**src/design/c8alu_pkg.sv**
```systemverilog
// shared types and operation codes for the cpu8 alu/register/flag execute block
// no dependencies; used by c8alu_core and cpu8_alu_register_flag_execute
`default_nettype none

package c8alu_pkg;

  typedef enum logic [5:0] {
    OP_ADC  = 6'd0,
    OP_AND  = 6'd1,
    OP_ORA  = 6'd2,
    OP_EOR  = 6'd3,
    OP_CMP  = 6'd4,
    OP_CPX  = 6'd5,
    OP_CPY  = 6'd6,
    OP_LDA  = 6'd7,
    OP_LDX  = 6'd8,
    OP_LDY  = 6'd9,
    OP_INC  = 6'd10,
    OP_DEC  = 6'd11,
    OP_INX  = 6'd12,
    OP_INY  = 6'd13,
    OP_DEX  = 6'd14,
    OP_DEY  = 6'd15,
    OP_ROLA = 6'd16,
    OP_RORA = 6'd17,
    OP_ROLM = 6'd18,
    OP_RORM = 6'd19,
    OP_TAX  = 6'd20,
    OP_TAY  = 6'd21,
    OP_TXA  = 6'd22,
    OP_TYA  = 6'd23,
    OP_TSX  = 6'd24,
    OP_TXS  = 6'd25,
    OP_CLC  = 6'd26,
    OP_SEC  = 6'd27,
    OP_CLD  = 6'd28,
    OP_SED  = 6'd29,
    OP_CLI  = 6'd30,
    OP_SEI  = 6'd31,
    OP_CLV  = 6'd32,
    OP_BRT  = 6'd33,
    OP_STA  = 6'd34,
    OP_STX  = 6'd35,
    OP_STY  = 6'd36,
    OP_NOP  = 6'd37
  } op_t;

  // branch flag selector
  localparam logic [1:0] BR_C = 2'd0;
  localparam logic [1:0] BR_Z = 2'd1;
  localparam logic [1:0] BR_N = 2'd2;
  localparam logic [1:0] BR_V = 2'd3;

  localparam logic [7:0] SP_RESET = 8'hFF;

  typedef struct packed {
    logic n;
    logic v;
    logic d;
    logic i;
    logic z;
    logic c;
  } flags_t;

  // architectural state
  typedef struct packed {
    logic [7:0] acc;
    logic [7:0] xr;
    logic [7:0] yr;
    logic [7:0] sp;
    flags_t     fl;
  } arch_t;

  // per-operation side results
  typedef struct packed {
    logic [7:0] write_value;
    logic       write_enable;
    logic       branch_taken;
  } side_t;

  // pack flags as N V 1 0 D I Z C
  function automatic logic [7:0] status_byte(flags_t f);
    status_byte = {f.n, f.v, 1'b1, 1'b0, f.d, f.i, f.z, f.c};
  endfunction

endpackage

`default_nettype wire

```
**src/design/cpu8_alu_register_flag_execute.sv**
```systemverilog
// out_tready low stalls the result register and then the input register
// one word per cycle unless stalled; input register -> core logic -> result register
// the next word executes against the state left by the previous one in the same stage
// reset (rst_n low, synchronous): A, X, Y and flags cleared, stack pointer 0xFF,
// both pipeline stages emptied
// depends on c8alu_pkg and c8alu_core
`default_nettype none

module cpu8_alu_register_flag_execute (
  input  wire logic        clk,
  input  wire logic        rst_n,
  input  wire logic        in_tvalid,
  output logic             in_tready,
  input  wire logic [15:0] in_tdata,   // operand[7:0], branch_flag[9:8], branch_sense[10], zero
  input  wire logic [5:0]  in_tuser,   // operation[5:0]
  output logic             out_tvalid,
  input  wire logic        out_tready,
  // write_value[7:0], write_enable[8], acc_out[16:9], xreg_out[24:17], yreg_out[32:25],
  // stack_out[40:33], status_out[48:41], branch_taken[49], zero
  output logic [55:0]      out_tdata
);

  // input stage
  logic                s1_valid_r;
  logic                s1_valid_nxt;
  c8alu_pkg::op_t      s1_op_r;
  logic [7:0]          s1_operand_r;
  logic [1:0]          s1_bflag_r;
  logic                s1_bsense_r;

  // architectural state
  c8alu_pkg::arch_t    arch_r;
  c8alu_pkg::arch_t    arch_nxt;
  c8alu_pkg::side_t    side;

  // result stage
  logic                out_valid_r;
  logic                out_valid_nxt;
  logic [55:0]         out_data_r;
  logic [55:0]         out_data_nxt;

  logic                in_fire;
  logic                exec_fire;

  assign exec_fire = s1_valid_r && (!out_valid_r || out_tready);
  assign in_tready = !s1_valid_r || exec_fire;
  assign in_fire   = in_tvalid && in_tready;

  assign s1_valid_nxt  = in_fire ? 1'b1 : (exec_fire ? 1'b0 : s1_valid_r);
  assign out_valid_nxt = exec_fire ? 1'b1 : (out_tready ? 1'b0 : out_valid_r);

  c8alu_core u_core (
    .op           (s1_op_r),
    .operand      (s1_operand_r),
    .branch_flag  (s1_bflag_r),
    .branch_sense (s1_bsense_r),
    .cur          (arch_r),
    .nxt          (arch_nxt),
    .side         (side)
  );

  assign out_data_nxt = {6'd0,
                         side.branch_taken,
                         c8alu_pkg::status_byte(arch_nxt.fl),
                         arch_nxt.sp,
                         arch_nxt.yr,
                         arch_nxt.xr,
                         arch_nxt.acc,
                         side.write_enable,
                         side.write_value};

  always_ff @(posedge clk) begin
    if (!rst_n) begin
      s1_valid_r  <= 1'b0;
      out_valid_r <= 1'b0;
      arch_r      <= '{acc: 8'd0, xr: 8'd0, yr: 8'd0, sp: c8alu_pkg::SP_RESET, fl: '0};
    end else begin
      s1_valid_r  <= s1_valid_nxt;
      out_valid_r <= out_valid_nxt;
      if (exec_fire) begin
        arch_r <= arch_nxt;
      end
    end
  end

  // payload registers
  always_ff @(posedge clk) begin
    if (in_fire) begin
      s1_op_r      <= c8alu_pkg::op_t'(in_tuser);
      s1_operand_r <= in_tdata[7:0];
      s1_bflag_r   <= in_tdata[9:8];
      s1_bsense_r  <= in_tdata[10];
    end
    if (exec_fire) begin
      out_data_r <= out_data_nxt;
    end
  end

  assign out_tvalid = out_valid_r;
  assign out_tdata  = out_data_r;

  // an empty result register never holds back the input side
  a_no_stall_when_empty: assert property (@(posedge clk) disable iff (!rst_n)
    !out_valid_r |-> in_tready)
    else $error("input stalled with empty result register");

  // fixed status bits: bit 5 set, bit 4 clear
  a_status_fixed_bits: assert property (@(posedge clk) disable iff (!rst_n)
    out_valid_r |-> (out_data_r[46] == 1'b1) && (out_data_r[45] == 1'b0))
    else $error("status fixed bits wrong");

  // a memory write and a taken branch never come from one operation
  a_write_or_branch: assert property (@(posedge clk) disable iff (!rst_n)
    out_valid_r |-> !(out_data_r[8] && out_data_r[49]))
    else $error("write and branch taken together");

  // only a transfer from X moves the stack pointer
  a_sp_only_txs: assert property (@(posedge clk) disable iff (!rst_n)
    ($past(rst_n) && (arch_r.sp != $past(arch_r.sp))) |->
      $past(exec_fire && (s1_op_r == c8alu_pkg::OP_TXS)))
    else $error("stack pointer changed without txs");

endmodule

`default_nettype wire

```
**src/design/c8alu_core.sv**
```systemverilog
// combinational execute logic: next architectural state and side results
// depends on c8alu_pkg
`default_nettype none

module c8alu_core (
  input  var c8alu_pkg::op_t   op,
  input  wire logic [7:0]      operand,
  input  wire logic [1:0]      branch_flag,
  input  wire logic            branch_sense,
  input  var c8alu_pkg::arch_t cur,
  output c8alu_pkg::arch_t     nxt,
  output c8alu_pkg::side_t     side
);

  logic [8:0] sum9;
  logic [7:0] sum8;
  logic [7:0] cmp_reg;
  logic [8:0] diff9;
  logic [7:0] rot_src;
  logic [7:0] rol_val;
  logic [7:0] ror_val;
  logic [7:0] inc_val;
  logic [7:0] dec_val;
  logic       sel_flag;

  assign sum9    = {1'b0, cur.acc} + {1'b0, operand} + {8'd0, cur.fl.c};
  assign sum8    = sum9[7:0];
  assign diff9   = {1'b0, cmp_reg} - {1'b0, operand};
  assign rot_src = (op == c8alu_pkg::OP_ROLA || op == c8alu_pkg::OP_RORA) ? cur.acc : operand;
  assign rol_val = {rot_src[6:0], cur.fl.c};
  assign ror_val = {cur.fl.c, rot_src[7:1]};
  assign inc_val = operand + 8'd1;
  assign dec_val = operand - 8'd1;

  always_comb begin
    case (op)
      c8alu_pkg::OP_CPX: cmp_reg = cur.xr;
      c8alu_pkg::OP_CPY: cmp_reg = cur.yr;
      default:           cmp_reg = cur.acc;
    endcase
  end

  always_comb begin
    case (branch_flag)
      c8alu_pkg::BR_C: sel_flag = cur.fl.c;
      c8alu_pkg::BR_Z: sel_flag = cur.fl.z;
      c8alu_pkg::BR_N: sel_flag = cur.fl.n;
      c8alu_pkg::BR_V: sel_flag = cur.fl.v;
      default:         sel_flag = cur.fl.c;
    endcase
  end

  always_comb begin
    logic [7:0] nz_src;
    logic       nz_upd;
    nxt    = cur;
    side   = '0;
    nz_src = 8'd0;
    nz_upd = 1'b0;
    case (op)
      c8alu_pkg::OP_ADC: begin
        nxt.acc  = sum8;
        nxt.fl.c = sum9[8];
        nxt.fl.v = (cur.acc[7] ^ sum8[7]) & (operand[7] ^ sum8[7]);
        nz_src   = sum8;
        nz_upd   = 1'b1;
      end
      c8alu_pkg::OP_AND: begin
        nxt.acc = cur.acc & operand;
        nz_src  = cur.acc & operand;
        nz_upd  = 1'b1;
      end
      c8alu_pkg::OP_ORA: begin
        nxt.acc = cur.acc | operand;
        nz_src  = cur.acc | operand;
        nz_upd  = 1'b1;
      end
      c8alu_pkg::OP_EOR: begin
        nxt.acc = cur.acc ^ operand;
        nz_src  = cur.acc ^ operand;
        nz_upd  = 1'b1;
      end
      c8alu_pkg::OP_CMP, c8alu_pkg::OP_CPX, c8alu_pkg::OP_CPY: begin
        // borrow clear means operand <= register
        nxt.fl.c = ~diff9[8];
        nxt.fl.n = diff9[7];
        nxt.fl.z = (diff9[7:0] == 8'd0);
      end
      c8alu_pkg::OP_LDA: begin
        nxt.acc = operand;
        nz_src  = operand;
        nz_upd  = 1'b1;
      end
      c8alu_pkg::OP_LDX: begin
        nxt.xr = operand;
        nz_src = operand;
        nz_upd = 1'b1;
      end
      c8alu_pkg::OP_LDY: begin
        nxt.yr = operand;
        nz_src = operand;
        nz_upd = 1'b1;
      end
      c8alu_pkg::OP_INC: begin
        side.write_value  = inc_val;
        side.write_enable = 1'b1;
        nz_src            = inc_val;
        nz_upd            = 1'b1;
      end
      c8alu_pkg::OP_DEC: begin
        side.write_value  = dec_val;
        side.write_enable = 1'b1;
        nz_src            = dec_val;
        nz_upd            = 1'b1;
      end
      c8alu_pkg::OP_INX: begin
        nxt.xr = cur.xr + 8'd1;
        nz_src = cur.xr + 8'd1;
        nz_upd = 1'b1;
      end
      c8alu_pkg::OP_INY: begin
        nxt.yr = cur.yr + 8'd1;
        nz_src = cur.yr + 8'd1;
        nz_upd = 1'b1;
      end
      c8alu_pkg::OP_DEX: begin
        nxt.xr = cur.xr - 8'd1;
        nz_src = cur.xr - 8'd1;
        nz_upd = 1'b1;
      end
      c8alu_pkg::OP_DEY: begin
        nxt.yr = cur.yr - 8'd1;
        nz_src = cur.yr - 8'd1;
        nz_upd = 1'b1;
      end
      c8alu_pkg::OP_ROLA: begin
        nxt.acc  = rol_val;
        nxt.fl.c = rot_src[7];
        nz_src   = rol_val;
        nz_upd   = 1'b1;
      end
      c8alu_pkg::OP_RORA: begin
        nxt.acc  = ror_val;
        nxt.fl.c = rot_src[0];
        nz_src   = ror_val;
        nz_upd   = 1'b1;
      end
      c8alu_pkg::OP_ROLM: begin
        side.write_value  = rol_val;
        side.write_enable = 1'b1;
        nxt.fl.c          = rot_src[7];
        nz_src            = rol_val;
        nz_upd            = 1'b1;
      end
      c8alu_pkg::OP_RORM: begin
        side.write_value  = ror_val;
        side.write_enable = 1'b1;
        nxt.fl.c          = rot_src[0];
        nz_src            = ror_val;
        nz_upd            = 1'b1;
      end
      c8alu_pkg::OP_TAX: begin
        nxt.xr = cur.acc;
        nz_src = cur.acc;
        nz_upd = 1'b1;
      end
      c8alu_pkg::OP_TAY: begin
        nxt.yr = cur.acc;
        nz_src = cur.acc;
        nz_upd = 1'b1;
      end
      c8alu_pkg::OP_TXA: begin
        nxt.acc = cur.xr;
        nz_src  = cur.xr;
        nz_upd  = 1'b1;
      end
      c8alu_pkg::OP_TYA: begin
        nxt.acc = cur.yr;
        nz_src  = cur.yr;
        nz_upd  = 1'b1;
      end
      c8alu_pkg::OP_TSX: begin
        nxt.xr = cur.sp;
        nz_src = cur.sp;
        nz_upd = 1'b1;
      end
      c8alu_pkg::OP_TXS: nxt.sp   = cur.xr;
      c8alu_pkg::OP_CLC: nxt.fl.c = 1'b0;
      c8alu_pkg::OP_SEC: nxt.fl.c = 1'b1;
      c8alu_pkg::OP_CLD: nxt.fl.d = 1'b0;
      c8alu_pkg::OP_SED: nxt.fl.d = 1'b1;
      c8alu_pkg::OP_CLI: nxt.fl.i = 1'b0;
      c8alu_pkg::OP_SEI: nxt.fl.i = 1'b1;
      c8alu_pkg::OP_CLV: nxt.fl.v = 1'b0;
      c8alu_pkg::OP_BRT: side.branch_taken = (sel_flag == branch_sense);
      c8alu_pkg::OP_STA: begin
        side.write_value  = cur.acc;
        side.write_enable = 1'b1;
      end
      c8alu_pkg::OP_STX: begin
        side.write_value  = cur.xr;
        side.write_enable = 1'b1;
      end
      c8alu_pkg::OP_STY: begin
        side.write_value  = cur.yr;
        side.write_enable = 1'b1;
      end
      default: ;  // nop and unused codes
    endcase
    if (nz_upd) begin
      nxt.fl.n = nz_src[7];
      nxt.fl.z = (nz_src == 8'd0);
    end
  end

endmodule

`default_nettype wire

```
**config.mk**
```make
export PLATFORM = sky130hd
export DESIGN_NAME = cpu8_alu_register_flag_execute
export DESIGN_NICKNAME = d
export VERILOG_FILES = /design/src/design/c8alu_pkg.sv /design/src/design/cpu8_alu_register_flag_execute.sv /design/src/design/c8alu_core.sv
export SDC_FILE = /design/constraint.sdc
export NUM_CORES = 1
export LEC_CHECK = 0
export ABC_AREA = 0
export BUFFER_PORTS_ARGS = -buffer_cell sky130_fd_sc_hd__buf_2
export CORE_MARGIN = 2
export CORE_UTILIZATION = 33
export CTS_CLUSTER_SIZE = 14
export DETAILED_ROUTE_END_ITERATION = 8
export SYNTH_ARGS = -nofsm -noshare
export SYNTH_HDL_FRONTEND = slang
export SYNTH_SLANG_ARGS = --single-unit
```
**constraint.sdc**
```tcl
create_clock -name clk -period 7.7 [get_ports clk]
set_clock_uncertainty 0.1 [all_clocks]
set_input_delay 1.925 -clock clk [delete_from_list [all_inputs] [get_ports clk]]
set_output_delay 1.925 -clock clk [all_outputs]
set_load 0.005 [all_outputs]
```
### After elaboration in Yosys (flattened, before gate mapping)

Index checks and enable logic that the tools add are counted.

| operators by class | value |
|---|---|
| $add $sub $neg | 9 |
| multiply operators | 0 |
| divide/modulo/power cells | 0 |
| order comparisons | 0 |
| eq/ne operators | 40 |
| shift-type cells | 0 |
| multiplexer cells | 22 |
| bitwise operators | 7 |
| reductions and logical operators | 19 |

Operators by type and width:

| kind | count |
|---|---|
| $pmux 8 s17 | 1 |
| $eq 6x5->1 const B | 16 |
| $pmux 8 s9 | 1 |
| $pmux 9 s7 | 1 |
| $eq 6x4->1 const B | 8 |
| $pmux 8 s5 | 1 |
| $pmux 8 s4 | 1 |
| $eq 6x6->1 const B | 5 |
| $add 8x1->8 const B | 3 |
| $eq 6x3->1 const B | 4 |
| $sub 8x1->8 const B | 3 |
| $reduce_or 22->1 | 1 |
| $logic_not 8->1 | 2 |
| $mux 8 | 2 |
| $pmux 8 s2 | 1 |
| $eq 6x2->1 const B | 2 |
| $add 8x8->9 | 1 |
| $add 9x1->9 | 1 |
| $mux 1 | 9 |
| $sub 8x8->9 | 1 |
| $and 8x8->8 | 1 |
| $or 8x8->8 | 1 |
| $xor 8x8->8 | 1 |
| $eq 6x1->1 const B | 1 |
| other kinds (17) | 29 |

| word-level totals | value |
|---|---|
| register bits | 105 |
| bits in latches | 0 |
| RAM bits | 0 |
| memory bits (read-only) | 0 |
| input bits | 26 |
| output and inout bits | 58 |
| word-level logic and storage cells | 115 |
| memories | 0 |

### Logic depth before layout (Yosys ltp)

| logic depth | value |
|---|---|
| depth in word-level cells | 6 |
| mapped depth | 18 |
| depth with buffers taken out | 16 |

### Cells and area by module

From an unflattened synthesis, not the netlist that was laid out.

| second synthesis, totals | value |
|---|---|
| cell total of the unflattened synthesis | 897 |
| area, all modules | 7,865.0 um^2 |

By module, submodules not included:

| module | times used | cells each | area an instance (um^2) | seq. area each (um^2) |
|---|---|---|---|---|
| c8alu_core | 1 | 646 | 4,190.3 | 0.0 |
| cpu8_alu_register_flag_execute | 1 | 251 | 3,674.8 | 2,752.6 |

### Worst setup path after synthesis

No wires, ideal clock.

| timing | value |
|---|---|
| kind | input to register |
| from | input port out_tready |
| to | register out_data_r[0] (netlist: out_tdata[0]), enable pin |
| library setup time | 431 ps |
| arrival | 3,807 ps |
| data required time | 7,169 ps |
| slack | 3,362 ps |
| stages | 4 |
| path buffers | 1 |
| cell sequence | nor2b_1 > nand2b_1 > inv_2 > buf_1 |

| on the way | value |
|---|---|
| cells in the longest elaborated chain, start to end | 2 |

RTL lines:

| item | line | RTL |
|---|---|---|
| from (decl) | cpu8_alu_register_flag_execute.sv:17 | `input wire logic out_tready,` |
| $logic_or 1x1->1 | cpu8_alu_register_flag_execute.sv:45 | `assign exec_fire = s1_valid_r && (!out_valid_r \|\| out_tready);` |
| $logic_and 1x1->1 | cpu8_alu_register_flag_execute.sv:45 |  |
| net exec_fire | cpu8_alu_register_flag_execute.sv:43 | `logic exec_fire;` |
| to (signal assigned) | cpu8_alu_register_flag_execute.sv:95 | `out_data_r <= out_data_nxt;` |
| to (decl) | cpu8_alu_register_flag_execute.sv:39 | `logic [55:0] out_data_r;` |

The timed path passes the listed nets, and every way through them passes these cells.
A chain may end at the register's enable or synchronous reset.

### Worst setup path after layout

| timing | value |
|---|---|
| from | register s1_op_r[3] |
| to | register arch_r[1] (netlist name) |

| on the way | value |
|---|---|
| cells in the longest elaborated chain, start to end | 6 |
| elaborated cells between the ends (all ways) | 41 |
| those cells by class | add/sub: 1; eq/ne: 24; mux: 6; reduce/logical: 10 |

RTL lines:

| item | line | RTL |
|---|---|---|
| from (decl) | cpu8_alu_register_flag_execute.sv:26 | `c8alu_pkg::op_t s1_op_r;` |
| from (signal assigned) | cpu8_alu_register_flag_execute.sv:89 | `s1_op_r <= c8alu_pkg::op_t'(in_tuser);` |
| $eq 6x3->1 / $eq 6x5->1 (equally long branches) | c8alu_core.sv:36, c8alu_core.sv:60, c8alu_core.sv:29 |  |
| $pmux 8 s2 / $logic_or 1x1->1 (equally long branches) | c8alu_core.sv:36, c8alu_core.sv:29 |  |
| $sub 8x8->9 / $mux 8 (equally long branches) | c8alu_core.sv:28, c8alu_core.sv:29 |  |
| $logic_not 8->1 / $pmux 8 s17 (equally long branches) | c8alu_core.sv:87, c8alu_core.sv:60 |  |
| $mux 1 / $logic_not 8->1 (equally long branches) | c8alu_core.sv:60, c8alu_core.sv:212 |  |
| $mux 1 (*) | c8alu_core.sv:210 | `if (nz_upd) begin` |
| to (signal assigned) | cpu8_alu_register_flag_execute.sv:76 | `arch_r <= '{acc: 8'd0, xr: 8'd0, yr: 8'd0, sp: c8alu_pkg::SP_RESET, fl: '0};` |
| to (signal assigned) | cpu8_alu_register_flag_execute.sv:81 | `arch_r <= arch_nxt;` |
| to (decl) | cpu8_alu_register_flag_execute.sv:32 | `c8alu_pkg::arch_t arch_r;` |

Every way passes the cells marked *; elsewhere a longest branch is shown, timed or not.

==> reports/results.txt <==
The flow ran to the end, and the final reports show no timing, DRC or antenna violations. The adder-cell share of the synthesized area is 0.0559. STA classifies the critical path startpoint as a flop. The worst register-to-register path ends at arch_r[1]$_SDFFE_PN0P_. Using the TritonRoute via totals, the vias-per-cell ratio works out to 5.87. The fraction of the mapped netlist area in compound gates is 0.224. TritonCTS built the clock tree.

STA classifies the critical path endpoint as a flop. The first global-routing pass estimated 40,600 um of wire. The data required time at the worst endpoint is 7.89 ns, and the number of enable flip-flop cells after synthesis is 65. The first TritonRoute pass finished after 5 iterations.

The number of storage elements in the synthesis netlist was 105; the post-CTS setup-driven buffer insertion count was 0. The number of cells traversed by the worst hold path was 2; the total number of vias was 7,219. Setup repair after global routing left no endpoint under its margin. For the final-report hold violation count, the log shows 0. The multi-input gate area in the final layout was 0.00454 mm2. The die height came out at 158 um.

In the routed design, unresolved DRC markers number 0. The biggest area contributor in the post-synthesis netlist is sky130_fd_sc_hd__edfxtp_1. The area share of the leading cell type in the synthesized netlist works out to 0.251. The insertion delay of the later-clocked pin in the worst-skew pair came out at 0.37 ns. The critical setup path kind was reg2reg. Clock tree synthesis inserted a total of 9 buffers. Dividing the detail-routed wire length by the instance count gives 21.8 um. Across all register-to-register paths, the minimum setup slack is 2.69 ns. Summing all flip-flop and latch instances after layout gives 0.00275 mm2. The logs give 0 for the number of antenna violations at the first check in global routing and 3.36 nW for the static leakage. The maximum number of pins on one net before global-route repair is 48.

The class of the tightest hold or removal check is reg2reg. The number of H-tree branching levels was 3. Total of hold buffers inserted after clock tree synthesis: 0. In the post-synthesis netlist, the cell with the most instances is sky130_fd_sc_hd__nand2_1. The antenna diode count is 0.

Worst slack after detailed placement: 2.66 ns. For the final number of max-transition violations, the log shows 0. Worst slew slack as a fraction of its limit: 0.379. Among all flip-flop cells after synthesis, the most frequent one is sky130_fd_sc_hd__edfxtp_1. Antenna violation net count after detailed routing: 0. After detailed routing, the total wire length is 26,800 um. The logs give 0 for the max capacitance violation total and 19,300 um for the final HPWL from detailed placement.

Of all nets on the critical path, the largest fanout is 27. The via count of the first global-routing pass is 6,640. The final core area utilization is 0.369, and the arrival time reported for the critical path endpoint is 5.19 ns. In this run the power density over the cells is 170 mW/mm2. Counting the fill cells in the layout gives 2,400. The post-placement cell count came out at 1,213. The run gives 97 as the number of distinct standard cells referenced by the synthesized netlist. Overall power consumption after layout is estimated at 0.00147 W. Clock-pin slew was measured on the worst setup and hold paths at 0.07 ns.

Setup violations remaining at the end of the flow were counted as 0. The final layout contains 964 nets. Across all setup checks in the final design, the least slack found is 2.69 ns.

The xor/xnor share of the synthesized area is 0.0124, and the synthesized instance count is 881. I/O pin total: 84. The cell chosen for the clock root was sky130_fd_sc_hd__clkbuf_16.

Summed over all failing endpoints, the final setup total negative slack is 0 ns. For this block, the initial DRC count from the detailed router was 909. IR analysis of the VDD net gives a maximum drop of 100 uV. Count of non-filler cells in the finished layout: 1,229. The commonest cells after synthesis are sky130_fd_sc_hd__nand2_1 (108), sky130_fd_sc_hd__nor2_1 (78), sky130_fd_sc_hd__edfxtp_1 (65). The warning count from the yosys run was 0; the count of instances resized after the clock tree is built was 0. The startpoint identified for the worst register-to-register timing path is s1_op_r[3]$_DFFE_PP_. The tools report the area of the mapped netlist as 0.00779 mm2. For the pin with the worst max-slew slack, the measured transition is 0.932 ns.

During placement, the flow inserted port buffers numbering 70. The area growth from synthesis to layout was 10.4%. For the total grt overflow, the log shows 0. The fraction of registers with async set or reset after synthesis works out to 0. The final weighted congestion in routability-driven placement is 0.990. End point of the worst hold path: arch_r[5]$_SDFFE_PN0P_. The width of the die was 158 um; the placeable core region was 0.0233 mm2. In this run the worst setup path begins at s1_op_r[3]$_DFFE_PP_.

The synthesized-area fraction occupied by and/or/nand/nor cells is 0.252, and the synthesized area divided by synthesized cell count is 8.84 um2. The die covers 0.0249 mm2. The final critical-path share of the clock period is 0.650. After synthesis, the largest family of logic cells by area is simple AND/OR/NAND/NOR gates. The worst register-to-register path has a depth of 15. Sorting the synthesized cells by area gives the leading types as sky130_fd_sc_hd__edfxtp_1 (25%), sky130_fd_sc_hd__dfxtp_1 (10%), sky130_fd_sc_hd__nand2_1 (5.2%), sky130_fd_sc_hd__ha_1 (4.8%), sky130_fd_sc_hd__nor2_1 (3.8%).

In this run the core area contains 56 standard-cell rows. The tools report the number of sinks driven by the clock tree as 105. Static timing analysis puts the maximum clock frequency at 200 MHz. The longest clock path from root to sink contains 2 buffers. The global routing usage summed across all routing layers was 0.216. The effective utilization at floorplan is 0.334. The multiplexer share of the synthesized area was 0.0347. The sequential cell area fraction in the yosys report came out at 0.353. In this run the most critical hold path is launched from arch_r[5]$_SDFFE_PN0P_. The share of final-layout standard cells stronger than drive strength 1 was 0.160; the minimum clock period was 5.01 ns.
state kept, by name (all words and copies together), names as in the netlist:
| signal | cells |
|---|---|
| out_tvalid | 1 |
| arch_r | 38 |
| s1_bsense_r | 1 |
| s1_bflag_r | 2 |
| out_tdata | 48 |
| s1_operand_r | 8 |
| s1_op_r | 6 |
| s1_valid_r | 1 |
layer usage:
| metal | vias to the layer above | wire length (um) | track usage |
|---|---|---|---|
| met5 | - | 0 | 0 |
| met4 | 0 | 843 | 0.0818 |
| met3 | 57 | 2230 | 0.0345 |
| met2 | 359 | 11800 | 0.325 |
| met1 | 3454 | 12000 | 0.311 |
| li1 | 3349 | - | - |
cells in the final DEF, fill, tap and decap left out, types with 11 or more instances in the layout:
| master | count |
|---|---|
| sky130_fd_sc_hd__a221oi_1 | 13 |
| sky130_fd_sc_hd__o21ai_0 | 35 |
| sky130_fd_sc_hd__edfxtp_1 | 65 |
| sky130_fd_sc_hd__nand4_1 | 14 |
| sky130_fd_sc_hd__buf_4 | 18 |
| sky130_fd_sc_hd__nor2_1 | 78 |
| sky130_fd_sc_hd__inv_1 | 27 |
| sky130_fd_sc_hd__buf_2 | 70 |
| sky130_fd_sc_hd__a221o_1 | 16 |
| sky130_fd_sc_hd__o211ai_1 | 11 |
| sky130_fd_sc_hd__a22oi_1 | 18 |
| sky130_fd_sc_hd__nand2_1 | 108 |
| sky130_fd_sc_hd__ha_1 | 30 |
| sky130_fd_sc_hd__nor3_1 | 19 |
| sky130_fd_sc_hd__nand3_1 | 33 |
| sky130_fd_sc_hd__a22o_1 | 16 |
| sky130_fd_sc_hd__mux2i_1 | 18 |
| sky130_fd_sc_hd__dfxtp_1 | 40 |
| sky130_fd_sc_hd__nor3b_1 | 20 |
| sky130_fd_sc_hd__a21oi_1 | 28 |
stage by stage:
stage / area, um2 / hold WS, ns
after global routing: 8600 / 0.415
after global placement: 8290 / 0.364
after CTS: 8600 / 0.389
after floorplan: 7810 / 0.342
after detailed placement: 8290 / 0.379
final: 8600 / 0.393
final cells by class:
| cell class | count | area share |
|---|---|---|
| multi-input combinational | 672 | 0.528 |
| sequential | 105 | 0.320 |
| timing repair buffer | 88 | 0.0564 |
| tap | 319 | 0.0464 |
| clock buffer | 9 | 0.0262 |
| inverter | 29 | 0.0128 |
| clock inverter | 7 | 0.0105 |
critical path, cell delays in order, from the launching register on:
cell and delay, ns:
sky130_fd_sc_hd__edfxtp_1 0.76, sky130_fd_sc_hd__nor2b_1 0.38, sky130_fd_sc_hd__nand2_1 0.19, sky130_fd_sc_hd__nor2_1 0.52, sky130_fd_sc_hd__nor2_1 0.31, sky130_fd_sc_hd__nand2_1 0.13, sky130_fd_sc_hd__nand2_1 0.10, sky130_fd_sc_hd__ha_1 0.29
sky130_fd_sc_hd__nor2b_1 0.14, sky130_fd_sc_hd__o31ai_1 0.37, sky130_fd_sc_hd__nand2b_1 0.10, sky130_fd_sc_hd__a21o_1 0.19, sky130_fd_sc_hd__or3_1 0.34, sky130_fd_sc_hd__a2111oi_0 0.66, sky130_fd_sc_hd__a31oi_1 0.14, sky130_fd_sc_hd__a31oi_1 0.19
power breakdown:
part           switching (W)  total (W)  internal [W]
combinational       0.000179   0.000292      0.000113
sequential         0.0000468   0.000682      0.000635
clock               0.000231   0.000493      0.000262
worst max path at each step:
stage                             endpoint  slack, ns  cells past startpoint
CTS                 arch_r[1]$_SDFFE_PN0P_       2.64                     15
global route        arch_r[1]$_SDFFE_PN0P_       2.33                     15
finish              arch_r[1]$_SDFFE_PN0P_       2.69                     15
global placement    arch_r[1]$_SDFFE_PN0P_       2.73                     15
floorplan           out_tdata[0]$_DFFE_PP_       3.36                      4
detailed placement  arch_r[1]$_SDFFE_PN0P_       2.66                     15
kinds of logic after synthesis:
| group | after synthesis |
|---|---|
| AND/OR/NAND/NOR | 363 |
| AO/OA/AOI/OAI | 232 |
| buffers and inverters | 110 |
| flip-flops | 105 |
| adder cells (fa/ha/maj) | 33 |
| multiplexers | 25 |
| XOR/XNOR | 11 |
| other | 2 |
No activity file was read; power rests on OpenSTA's default activity.
